File: src/design/uidf_pkg.sv
`timescale 1ns / 1ps

package uidf_pkg;

  // command codes
  localparam logic CMD_ENQ = 1'b0;
  localparam logic CMD_DEQ = 1'b1;

  // result status codes
  localparam logic [1:0] ST_OK    = 2'd0;
  localparam logic [1:0] ST_DUP   = 2'd1;
  localparam logic [1:0] ST_FULL  = 2'd2;
  localparam logic [1:0] ST_EMPTY = 2'd3;

  typedef enum logic [1:0] {
    S_IDLE,
    S_CMP,
    S_COMMIT
  } uidf_state_t;

  // commit pulses sent down the row of cells
  typedef struct packed {
    logic push;
    logic pop;
  } uidf_ctl_t;

endpackage

File: src/design/uidf_cell.sv
`timescale 1ns / 1ps

module uidf_cell #(
  parameter int KEY_W = 16
) (
  input  logic               clk,
  input  logic               rst,
  input  uidf_pkg::uidf_ctl_t ctl,
  input  logic [KEY_W-1:0]   key,
  input  logic               down_valid,
  input  logic               up_valid,
  input  logic [KEY_W-1:0]   up_data,
  output logic               valid,
  output logic [KEY_W-1:0]   data,
  output logic               match
);
  import uidf_pkg::*;

  logic load_here;

  // first empty cell on the tail side of the filled run takes the new entry
  assign load_here = ctl.push && !valid && down_valid;

  always_ff @(posedge clk) begin
    if (rst) begin
      valid <= 1'b0;
    end else if (ctl.pop) begin
      valid <= up_valid;
    end else if (load_here) begin
      valid <= 1'b1;
    end
  end

  always_ff @(posedge clk) begin
    if (ctl.pop) begin
      data <= up_data;
    end else if (load_here) begin
      data <= key;
    end
  end

  always_ff @(posedge clk) begin
    match <= valid && (data == key);
  end

endmodule

File: src/design/unique_id_fifo.sv
`timescale 1ns / 1ps

// channel | handshake             | payload
// req     | req_valid, req_stall  | cmd, ident
// rsp     | rsp_valid, rsp_stall  | status, ident_out, occupancy, is_empty
//
// an item goes through accept, per-cell compare into the match registers,
// then commit; the next transaction is taken the cycle after commit
// the compare is registered in every cell before the duplicate decision
// reset clears the state machine, the count, the result valid and every cell
// valid bit; cell data is not cleared
// a stalled result holds in the output register and the commit waits for it

module unique_id_fifo #(
  parameter int DEPTH   = 16,
  parameter int ID_BITS = 16
) (
  input  logic        clk,
  input  logic        rst,
  input  logic        req_valid,
  output logic        req_stall,
  input  logic        cmd,
  input  logic [15:0] ident,
  output logic        rsp_valid,
  input  logic        rsp_stall,
  output logic [1:0]  status,
  output logic [15:0] ident_out,
  output logic [4:0]  occupancy,
  output logic        is_empty
);
  import uidf_pkg::*;

  localparam int KEY_W = (ID_BITS < 16) ? ID_BITS : 16;
  localparam int CNT_W = $clog2(DEPTH + 1);

  uidf_state_t      state, state_next;
  logic             op_cmd;
  logic [KEY_W-1:0] op_key;
  logic [CNT_W-1:0] held, held_next;

  uidf_ctl_t        ctl;
  logic             commit;
  logic             out_free;
  logic             dup;
  logic             full;
  logic [1:0]       status_next;

  logic [DEPTH-1:0] cell_valid;
  logic [DEPTH-1:0] cell_match;
  logic [KEY_W-1:0] cell_data [DEPTH];

  for (genvar i = 0; i < DEPTH; i++) begin : g_cell
    logic             down_v;
    logic             up_v;
    logic [KEY_W-1:0] up_d;

    if (i == 0) begin : g_head
      assign down_v = 1'b1;
    end else begin : g_body
      assign down_v = cell_valid[i-1];
    end

    if (i == DEPTH - 1) begin : g_tail
      assign up_v = 1'b0;
      assign up_d = '0;
    end else begin : g_inner
      assign up_v = cell_valid[i+1];
      assign up_d = cell_data[i+1];
    end

    uidf_cell #(
      .KEY_W(KEY_W)
    ) u_cell (
      .clk        (clk),
      .rst        (rst),
      .ctl        (ctl),
      .key        (op_key),
      .down_valid (down_v),
      .up_valid   (up_v),
      .up_data    (up_d),
      .valid      (cell_valid[i]),
      .data       (cell_data[i]),
      .match      (cell_match[i])
    );
  end

  assign dup      = |cell_match;
  assign full     = (held == CNT_W'(DEPTH));
  assign out_free = !rsp_valid || !rsp_stall;

  always_comb begin
    state_next = state;
    case (state)
      S_IDLE: begin
        if (req_valid) begin
          state_next = S_CMP;
        end
      end
      S_CMP: begin
        state_next = S_COMMIT;
      end
      S_COMMIT: begin
        if (out_free) begin
          state_next = S_IDLE;
        end
      end
      default: begin
        state_next = S_IDLE;
      end
    endcase
  end

  always_comb begin
    req_stall   = (state != S_IDLE);
    commit      = (state == S_COMMIT) && out_free;
    ctl.push    = 1'b0;
    ctl.pop     = 1'b0;
    status_next = ST_OK;
    // duplicate check wins over full
    if (op_cmd == CMD_ENQ) begin
      if (dup) begin
        status_next = ST_DUP;
      end else if (full) begin
        status_next = ST_FULL;
      end else begin
        ctl.push = commit;
      end
    end else begin
      if (held == '0) begin
        status_next = ST_EMPTY;
      end else begin
        ctl.pop = commit;
      end
    end
  end

  always_comb begin
    held_next = held;
    if (ctl.push) begin
      held_next = held + CNT_W'(1);
    end else if (ctl.pop) begin
      held_next = held - CNT_W'(1);
    end
  end

  always_ff @(posedge clk) begin
    if (rst) begin
      state <= S_IDLE;
      held  <= '0;
    end else begin
      state <= state_next;
      held  <= held_next;
    end
  end

  always_ff @(posedge clk) begin
    if (req_valid && !req_stall) begin
      op_cmd <= cmd;
      op_key <= ident[KEY_W-1:0];
    end
  end

  always_ff @(posedge clk) begin
    if (rst) begin
      rsp_valid <= 1'b0;
    end else if (commit) begin
      rsp_valid <= 1'b1;
    end else if (!rsp_stall) begin
      rsp_valid <= 1'b0;
    end
  end

  always_ff @(posedge clk) begin
    if (commit) begin
      status    <= status_next;
      ident_out <= ctl.pop ? 16'(cell_data[0]) : 16'd0;
      occupancy <= 5'(held_next);
      is_empty  <= (held_next == '0);
    end
  end

endmodule

File: config.mk
export PLATFORM = sky130hd
export DESIGN_NAME = unique_id_fifo
export DESIGN_NICKNAME = d
export VERILOG_FILES = /design/src/design/uidf_pkg.sv /design/src/design/uidf_cell.sv /design/src/design/unique_id_fifo.sv
export SDC_FILE = /design/constraint.sdc
export NUM_CORES = 1
export LEC_CHECK = 0
export BUFFER_PORTS_ARGS = -buffer_cell sky130_fd_sc_hd__buf_2
export CAP_MARGIN = 20
export CORE_UTILIZATION = 25
export CTS_BUF_LIST = sky130_fd_sc_hd__clkbuf_4
export CTS_CLUSTER_SIZE = 12
export DETAILED_ROUTE_END_ITERATION = 8
export PLACE_DENSITY = 0.51
export REMOVE_ABC_BUFFERS = 1
export SETUP_SLACK_MARGIN = 0.4
export SLEW_MARGIN = 10
export SYNTH_ARGS = -nofsm -noshare
export SYNTH_HDL_FRONTEND = slang
export SYNTH_SLANG_ARGS = --single-unit
File: constraint.sdc
create_clock -name clk -period 3.9 [get_ports clk]
set_clock_uncertainty 0.2 [all_clocks]
set_input_delay 0.975 -clock clk [delete_from_list [all_inputs] [get_ports clk]]
set_output_delay 0.975 -clock clk [all_outputs]
set_load 0.1 [all_outputs]
Word level (Yosys, flattened, before mapping). Index checks and enable logic that the tools add are counted.

Add/sub/neg operators: 2. Equality and inequality tests: 22. Multiplexer cells: 76. Reduce and logical (&&, ||, !) cells: 91.

Operator list (count): 16-bit two-way mux (30); 16-bit equality test (16); 1-bit logical AND (49); 1-bit two-way mux (37); 2-bit nonzero test (16); 1-bit zero test (19); 16-bit OR reduction (1); 2-bit two-way mux (6); 5-bit zero test (2); 5-bit two-way mux (2); 2-bit case mux with 3 select lines (1); 5-bit by 1-bit adder with 5-bit output (second input constant) (1); 5-bit equality test (second input constant) (1); 5-bit by 1-bit subtractor with 5-bit output (second input constant) (1); 2-bit inequality test (second input constant) (2); 2-bit by 1-bit equality test with 1-bit output (second input constant) (1); 2-bit equality test (second input constant) (1); 2-bit zero test (1); 2-bit by 1-bit inequality test with 1-bit output (second input constant) (1); 2-bit AND reduction (1); 2-bit OR reduction (1); 1-bit logical OR (1).

Bits in registers: 337. Output and inout bits: 26.

Logic depth before layout (Yosys ltp). Gate-level depths: netlist of run 1.

Depth after elaboration: 10. Gate-level depth with buffers: 9.

By module. A second synthesis of run 1 with hierarchy kept.

Cells, all modules: 1134. Area, all modules: 16614.7 um2.

Modules (own cells, without submodules): uidf_cell (times used 16, cells each 63, area each 919.6 um2, seq. area each 520.5 um2); unique_id_fifo (times used 1, cells each 126, area each 1900.6 um2, seq. area each 1391.3 um2).

Worst setup path after synthesis of run 1. Ideal clock, no wire load.

Kind: input to register. Start: in rsp_stall. End: reg g_cell[10].u_cell.data[0], enable pin. Setup time: 391 ps. Arrival time: 3255 ps. Data required time: 3309 ps. Path slack: 54 ps. Stages on the path: 8. Path buffers: 2. Cell sequence: nand2_1 -> nand2_1 -> inv_1 -> and4_1 -> clkbuf_1 -> buf_2 -> nand2_1 -> o21ai_1.

Longest elaborated chain between the ends: 9. Elaborated cells between the ends (all ways): 11. Those cells by class: 5 x mux; 6 x reduce/logical.

RTL lines: start: declaration (line unique_id_fifo.sv:25) `input logic rsp_stall,`; 1-bit zero test (*); 1-bit logical OR (*) (line unique_id_fifo.sv:89) `assign out_free = !rsp_valid || !rsp_stall;`; 1-bit logical AND (*) (line unique_id_fifo.sv:115) `commit = (state == S_COMMIT) && out_free;`; via commit (line unique_id_fifo.sv:42) `logic commit;`; 1-bit two-way mux (line unique_id_fifo.sv:123) `end else if (full) begin`; 1-bit two-way mux (line unique_id_fifo.sv:121) `if (dup) begin`; 1-bit two-way mux (line unique_id_fifo.sv:120) `if (op_cmd == CMD_ENQ) begin`; 1-bit logical AND (2 in series) (line uidf_cell.sv:22) `assign load_here = ctl.push && !valid && down_valid;`; 2-bit nonzero test (no source line) (*); end signal: assignment (line uidf_cell.sv:36) `data <= up_data;`; end signal: assignment (line uidf_cell.sv:38) `data <= key;`; end: declaration (line uidf_cell.sv:14) `output logic [KEY_W-1:0] data,`.

Mark *: on every way through the listed nets, which the timed path passes. The rest lies on a longest branch. A chain may end at the register's enable or synchronous reset.

Worst setup path after layout of run 1.
Start: reg op_cmd. End: reg g_cell[11].u_cell.data[3], enable pin.

Longest elaborated chain between the ends: 4. Elaborated cells between the ends (all ways): 5. Those cells by class: 2 x mux; 3 x reduce/logical.

RTL lines: start: declaration (line unique_id_fifo.sv:37) `logic op_cmd;`; start signal: assignment (line unique_id_fifo.sv:158) `op_cmd <= cmd;`; 1-bit two-way mux (line unique_id_fifo.sv:120); 1-bit logical AND (2 in series) (line uidf_cell.sv:22); 2-bit nonzero test (no source line) (*); end signal: assignment (line uidf_cell.sv:36); end signal: assignment (line uidf_cell.sv:38); end: declaration (line uidf_cell.sv:14).

Mark *: on every way between the ends. The rest lies on a longest branch, timed or not.

==> results of run 1 <==
routing by layer:
layer | wire length [um] | vias up
li1 | - | 4797
met1 | 21100 | 5275
met2 | 22000 | 258
met3 | 2400 | 102
met4 | 1550 | 2
met5 | 12 | -
cells by family (layout without fill, tap and decap cells):
family,Yosys count,count (layout)
other cells,0,3
mux,18,18
simple gates,242,242
flops,337,337
fa+ha+maj,2,2
xor+xnor,257,257
buf+inv,113,288
compound gates,285,285
placed cells by master, fill, tap and decap left out, types with 34 or more instances in the layout:
master	synthesis	final
sky130_fd_sc_hd__a21o_1	240	240
sky130_fd_sc_hd__and2_1	34	34
sky130_fd_sc_hd__buf_2	2	46
sky130_fd_sc_hd__buf_4	10	70
sky130_fd_sc_hd__clkbuf_4	0	144
sky130_fd_sc_hd__dfxtp_1	56	56
sky130_fd_sc_hd__edfxtp_1	281	281
sky130_fd_sc_hd__nand2_1	36	36
sky130_fd_sc_hd__nand4_1	51	51
sky130_fd_sc_hd__nor2_1	47	47
sky130_fd_sc_hd__xnor2_1	193	193
sky130_fd_sc_hd__xor2_1	64	64
layout make-up:
class,instances,area [sq um],share of cell area (%)
multi-input cells,804,5900,31.8
flip-flops and latches,337,9560,51.4
inverters,4,15.0,0.0808
clock inverters,19,100,0.539
well taps,846,1060,5.70
diodes,3,7.51,0.0404
repair buffers,121,856,4.61
clock buffers,144,1080,5.82
worst min-delay path by stage:
| stage | startpoint | slack (ns) | endpoint | depth (start not counted) |
|---|---|---|---|---|
| 6_report | ident[8] | 0.17 | op_key[8] | 1 |
| 5_1_grt | ident[8] | 0.08 | op_key[8] | 1 |
| 4_1_cts | ident[8] | 0.09 | op_key[8] | 1 |
| 3_5_place_dp | state[0] | 0.30 | state[1] | 2 |
| 3_3_place_gp | state[0] | 0.28 | state[1] | 2 |
| 2_1_floorplan | g_cell[0].u_cell.valid | 0.24 | g_cell[0].u_cell.match | 2 |
flip-flops by register name (all words and copies together), names as in the netlist:
signal	count
g_cell.u_cell.valid	16
held	5
state	2
occupancy	5
op_key	16
rsp_valid	1
status	2
op_cmd	1
g_cell.u_cell.data	256
g_cell.u_cell.match	16
ident_out	16
is_empty	1
power breakdown:
group	internal (mW)	switching (mW)	total (mW)
Combinational	0.275	0.409	0.684
Sequential	3.95	0.0733	4.02
Clock	1.73	1.50	3.23
==> results.md, run 1 <==
- Outcome: finished, final reports clean
- Clock insertion delay at the later pin of the skew report: 0.80 ns
- FF-to-FF End: g_cell[11].u_cell.data[3]
- Max frequency: 315 MHz
- Cell repeated most along the worst path: sky130_fd_sc_hd__buf_4
- Type of origin of the critical path: register
- Instance area after placement: 17400 sq um
- Fraction of the mapped netlist area in simple logic gates: 8.41%
- Crit-path cells: or4_1 -> nor4_2 -> buf_4 -> and4_1 -> nand2_1 -> o21ai_1 -> buf_4
- Final wirelength: 47.1 mm
- Post-synthesis instance area: 15900 sq um
- Initial antenna violation count: 4
- Number of setup violations in the final report: 0
- Antenna Nets Post-Route: 0
- Proportion of netlist area held by the largest area contributor: 52.9%
- Vias in the first global route: 10938
- Worst flop-to-flop path startpoint: op_cmd
- Launching element of the worst setup path: op_cmd
- Number of buffers added to fix hold violations after cts: 0
- Total iterations of the first detailed-routing run: 5
- Instance count of the mapped netlist: 1254
- Post-DR vias/cell: 4.58
- Setup_tns: 0 ns
- # DRC: 0
- Filler cell count in the final layout: 6641
- Die Footprint: 64800 sq um
- Highest-utilization routing layer at the global route stage: met2
- Worst-case setup margin in the final layout: 0.725 ns
- Clock tree from TritonCTS: yes
- Library cell occupying the most area in the post-synthesis netlist: sky130_fd_sc_hd__edfxtp_1
- Most frequent cell after synthesis: sky130_fd_sc_hd__edfxtp_1
- Most instantiated flip-flop cell in the synthesis netlist: sky130_fd_sc_hd__edfxtp_1
- Num ports: 47
- Arr. time, crit path: 3.42 ns
- Crit path max-delay cell type: sky130_fd_sc_hd__and4_1
- Period utilisation layout: 81.4%
- Count of flip-flops with a built-in enable after synthesis: 281
- Maximum capacitance violations: 0
- Wire length of the first global-routing pass: 70.6 mm
- Level count of the clock H-tree: 3
- Fin crit period: 3.17 ns
- Type of the worst setup path: reg2reg
- Pin count of the biggest net entering global routing: 137
- Delay of the slowest critical-path stage: 0.65 ns
- Slack of the worst reg-to-reg path: 0.73 ns
- Synth-to-Final Area Change: 16.5%
- Peak supply drop: 0.000184 V
- Die boundary width: 255 um
- Synth Area in Compound Gates: 13.2%
- CORE AREA: 63100 sq um
- Number of non-filler instances in the completed layout: 2278
- Delay-heaviest family, CP: simple AND/OR/NAND/NOR gates
- Leak: 7.26 nW
- Capturing element of the worst setup path: g_cell[11].u_cell.data[3]
- Total number of yosys warnings: 0
- Violation count after the first detailed-route iteration: 782
- Final-layout worst hold slack: 0.168 ns
- Headroom to the max-slew limit: 22.9%
- Buf+Inv Stages, Crit Path: 2
- Synth top area cells: sky130_fd_sc_hd__edfxtp_1, sky130_fd_sc_hd__a21o_1, sky130_fd_sc_hd__xnor2_1
- Share of the yosys chip area belonging to registers: 60.0%
- Fraction of layout cells with a size suffix above 1: 19.5%
- Number of nets in the final layout: 1381
- Final hold vios: 0
- Combinational family with the most area after synthesis: XOR/XNOR gates
- Post-synthesis share of cell area spent on full adders, half adders and majority gates: 0.157%
- Ys async rst share: 0%
- Hold/Removal Path Class: in2reg
- Slew Viols, Final: 0
- Die height: 255 um
- Met1 demand-to-capacity share in global routing: 19.1%
- Number of buffers inserted to repair setup after CTS: 0
- Number of distinct standard cells referenced by the synthesized netlist: 46
- Average wire per cell in the routed design: 20.7 um
- Post-Synthesis Mean Instance Area: 12.7 sq um
- Effective utilization at floorplan: 25.3%
- Clock buffers created by TritonCTS: 90
- Pwr Density: 427 nW/um^2
- Total number of cells along the worst setup path: 7
- Post-route standard cell area excluding fillers: 18600 sq um
- RSZ-0062 raised after global routing: no
- Vias: 10434
- Pwr Total: 7.94 mW
- Inst Count DP: 2112
- Master cell of the clock root buffer: sky130_fd_sc_hd__clkbuf_4
- Synthesized-area fraction occupied by xor and xnor cells: 14.1%
- Worst Path Required: 4.15 ns
- Overall global routing resource usage: 14.9%
- Number of clock sinks seen by CTS: 337
- Final core occ: 29.5%
- Commonest cells in the netlist: sky130_fd_sc_hd__edfxtp_1, sky130_fd_sc_hd__a21o_1, sky130_fd_sc_hd__xnor2_1, sky130_fd_sc_hd__clkbuf_1, sky130_fd_sc_hd__xor2_1
- Clk slew on worst S/H paths: 0.07 ns
- Met2 Track Usage GR: 23.7%
- Maximum fanout along the worst path: 16
- Cells resized by post-CTS repair: 0
- Number of cells on the worst reg-to-reg path: 7
- Clock tree buffer depth: 3
- Worst setup slack after placement: 0.683 ns
- Total congestion overflow after global routing: 0
- DP HPWL: 31.0 mm
- Transition time of the tightest slew-check pin: 1.16 ns
- Number of port buffers: 46
- Met3 track demand over resource: 3.77%
- Number of cell rows: 92
- Flops & latches, synth: 337
- Mux contribution to synthesized area: 1.13%
- Weighted congestion at the end of routability-driven global placement: 0.830
- Critical path endpoint category: register
No activity file was read; power rests on OpenSTA's default activity.
==> run 2: changes to the inputs <==
==> constraint.sdc (replaced) <==
create_clock -name clk -period 2.6 [get_ports clk]
set_clock_uncertainty 0.2 [all_clocks]
set_input_delay 0.65 -clock clk [delete_from_list [all_inputs] [get_ports clk]]
set_output_delay 0.65 -clock clk [all_outputs]
set_load 0.1 [all_outputs]
==> results.md, run 2 (synthesized netlist as in run 1, its figures left out) <==
- Outcome: finished, violations left
- Violated checks: negative setup slack
- Headroom to the max-slew limit: 58.7%
- Weighted congestion at the end of routability-driven global placement: 0.797
- Clock tree buffer depth: 3
- CORE AREA: 63100 sq um
- Delay-heaviest family, CP: simple AND/OR/NAND/NOR gates
- Commonest non-fill, non-tap cell in the layout: sky130_fd_sc_hd__edfxtp_1
- DP HPWL: 32.0 mm
- Pin count of the biggest net entering global routing: 51
- Final hold vios: 0
- Leak: 8.30 nW
- Peak supply drop: 0.000275 V
- Master cell of the clock root buffer: sky130_fd_sc_hd__clkbuf_4
- Antenna Nets Post-Route: 0
- Clock buffers created by TritonCTS: 89
- Total iterations of the first detailed-routing run: 5
- Max frequency: 381 MHz
- Number of clock sinks seen by CTS: 337
- Synth-to-Final Area Change: 30.6%
- Period utilisation layout: 101%
- Type of origin of the critical path: register
- Maximum fanout along the worst path: 7
- Clk slew on worst S/H paths: 0.07 ns
- Number of setup violations in the final report: 16
- Critical path endpoint category: register
- Initial antenna violation count: 5
- Number of port buffers: 46
- Vias: 11022
- Effective utilization at floorplan: 25.3%
- Violation count after the first detailed-route iteration: 776
- Type of the worst setup path: reg2reg
- Die boundary width: 255 um
- Level count of the clock H-tree: 3
- Largest register by flop count: g_cell.u_cell.data
- Clock insertion delay at the later pin of the skew report: 0.79 ns
- Pwr Density: 578 nW/um^2
- Die height: 255 um
- Setup_tns: -0.156 ns
- Fraction of layout cells with a size suffix above 1: 27.9%
- Maximum capacitance violations: 0
- Number of nets in the final layout: 1507
- Clock tree from TritonCTS: yes
- Filler cell count in the final layout: 6348
- Fin crit period: 2.62 ns
- Most used cells in the layout excluding fill and tap cells: sky130_fd_sc_hd__edfxtp_1, sky130_fd_sc_hd__a21o_1, sky130_fd_sc_hd__xnor2_1, sky130_fd_sc_hd__clkbuf_4, sky130_fd_sc_hd__buf_4
- Delay of the slowest critical-path stage: 0.54 ns
- Overall global routing resource usage: 15.1%
- Buf+Inv Stages, Crit Path: 1
- RSZ-0062 raised after global routing: yes
- Vias in the first global route: 11349
- Final wirelength: 50.2 mm
- Final-layout worst hold slack: 0.116 ns
- Average wire per cell in the routed design: 20.9 um
- Crit-path cells: or4_4 -> or4_4 -> buf_8 -> o211ai_1 -> nand3_4 -> a2111oi_4
- Slew Viols, Final: 0
- Wire length of the first global-routing pass: 72.0 mm
- Cell repeated most along the worst path: sky130_fd_sc_hd__or4_4
- Post-DR vias/cell: 4.59
- Hold/Removal Path Class: in2reg
- Arr. time, crit path: 3.03 ns
- Die Footprint: 64800 sq um
- Transition time of the tightest slew-check pin: 0.615 ns
- Final core occ: 33.0%
- Crit path max-delay cell type: sky130_fd_sc_hd__or4_4
- Number of cell rows: 92
- Num ports: 47
- Worst Path Required: 3.01 ns
- Worst-case setup margin in the final layout: -0.0245 ns
- # DRC: 0
- Flip-flop count of the largest register after layout: 256
- Total congestion overflow after global routing: 0
[run 2: cell count changes in the layout (fill, tap and decap cells not counted), sizes merged]
cell | before | now
buf | 121 | 219
bufbuf | 0 | 2
clkbuf | 144 | 145
clkinv | 16 | 19
clkinvlp | 0 | 2
diode | 3 | 4
dlygate4sd3 | 0 | 18
[run 2: layout make-up]
cell class                      instances  area [sq um]  area share (%)
Multi-Input combinational cell        804          6220            29.9
Tap cell                              846          1060            5.09
Inverter                                4          15.0          0.0721
Clock buffer                          136          1020            4.90
Antenna cell                            4          10.0          0.0481
Timing Repair Buffer                  248          2800            13.4
Clock inverter                         24           128           0.613
Sequential cell                       337          9570            46.0
[run 2: metrics by stage]
stage          std cells  power [mW]  area, sq um  setup WS, ns
2_1_floorplan       1145        6.72        15500         -4.57
3_3_place_gp        2171        7.24        18200        -0.243
3_5_place_dp        2171        7.25        18200        -0.176
4_1_cts             2373        12.1        19900       -0.0387
5_1_grt             2402        12.5        20800        -0.102
6_report            2403        12.0        20800       -0.0245
[run 2: final timing paths]
| kind | slack, ns | from | endpoint | cells past startpoint |
|---|---|---|---|---|
| min reg2reg | 0.30 | state[0] | state[1] | 2 |
| max | -0.02 | g_cell[13].u_cell.match | is_empty | 6 |
| max reg2reg | -0.02 | g_cell[13].u_cell.match | is_empty | 6 |
| min | 0.12 | rsp_stall | rsp_valid | 3 |
[run 2: worst reg2reg max path: cells and delay by family (launching register included)]
family	cells	cell delay (ns)
buf+inv	1	0.16
flops	1	0.30
compound gates	2	0.63
simple gates	3	1.20
[run 2: report_power, final]
part	internal, mW	total, mW	switching [mW]	leakage, nW
registers	5.92	5.98	0.0519	3.00
logic	0.572	1.28	0.711	4.61
clock network	2.48	4.78	2.30	0.685
[run 2: metal layers]
metal / vias to the layer above / global-route usage, % / share of wire, %
met4: 0 / 5.03 / 2.4
met1: 5535 / 19.3 / 44
met2: 322 / 25.5 / 49
met5: - / 0 / 0
met3: 88 / 3.07 / 4.8
li1: 5077 / - / -
[run 2: repair_timing]
item	in CTS	in global routing
setup endpoints to repair	574	560
hold buffers	18	0
resized for setup	46	156
gates cloned	4	16
endpoints found under the hold margin	18	0
pin swaps	11	12
setup buffers	20	10
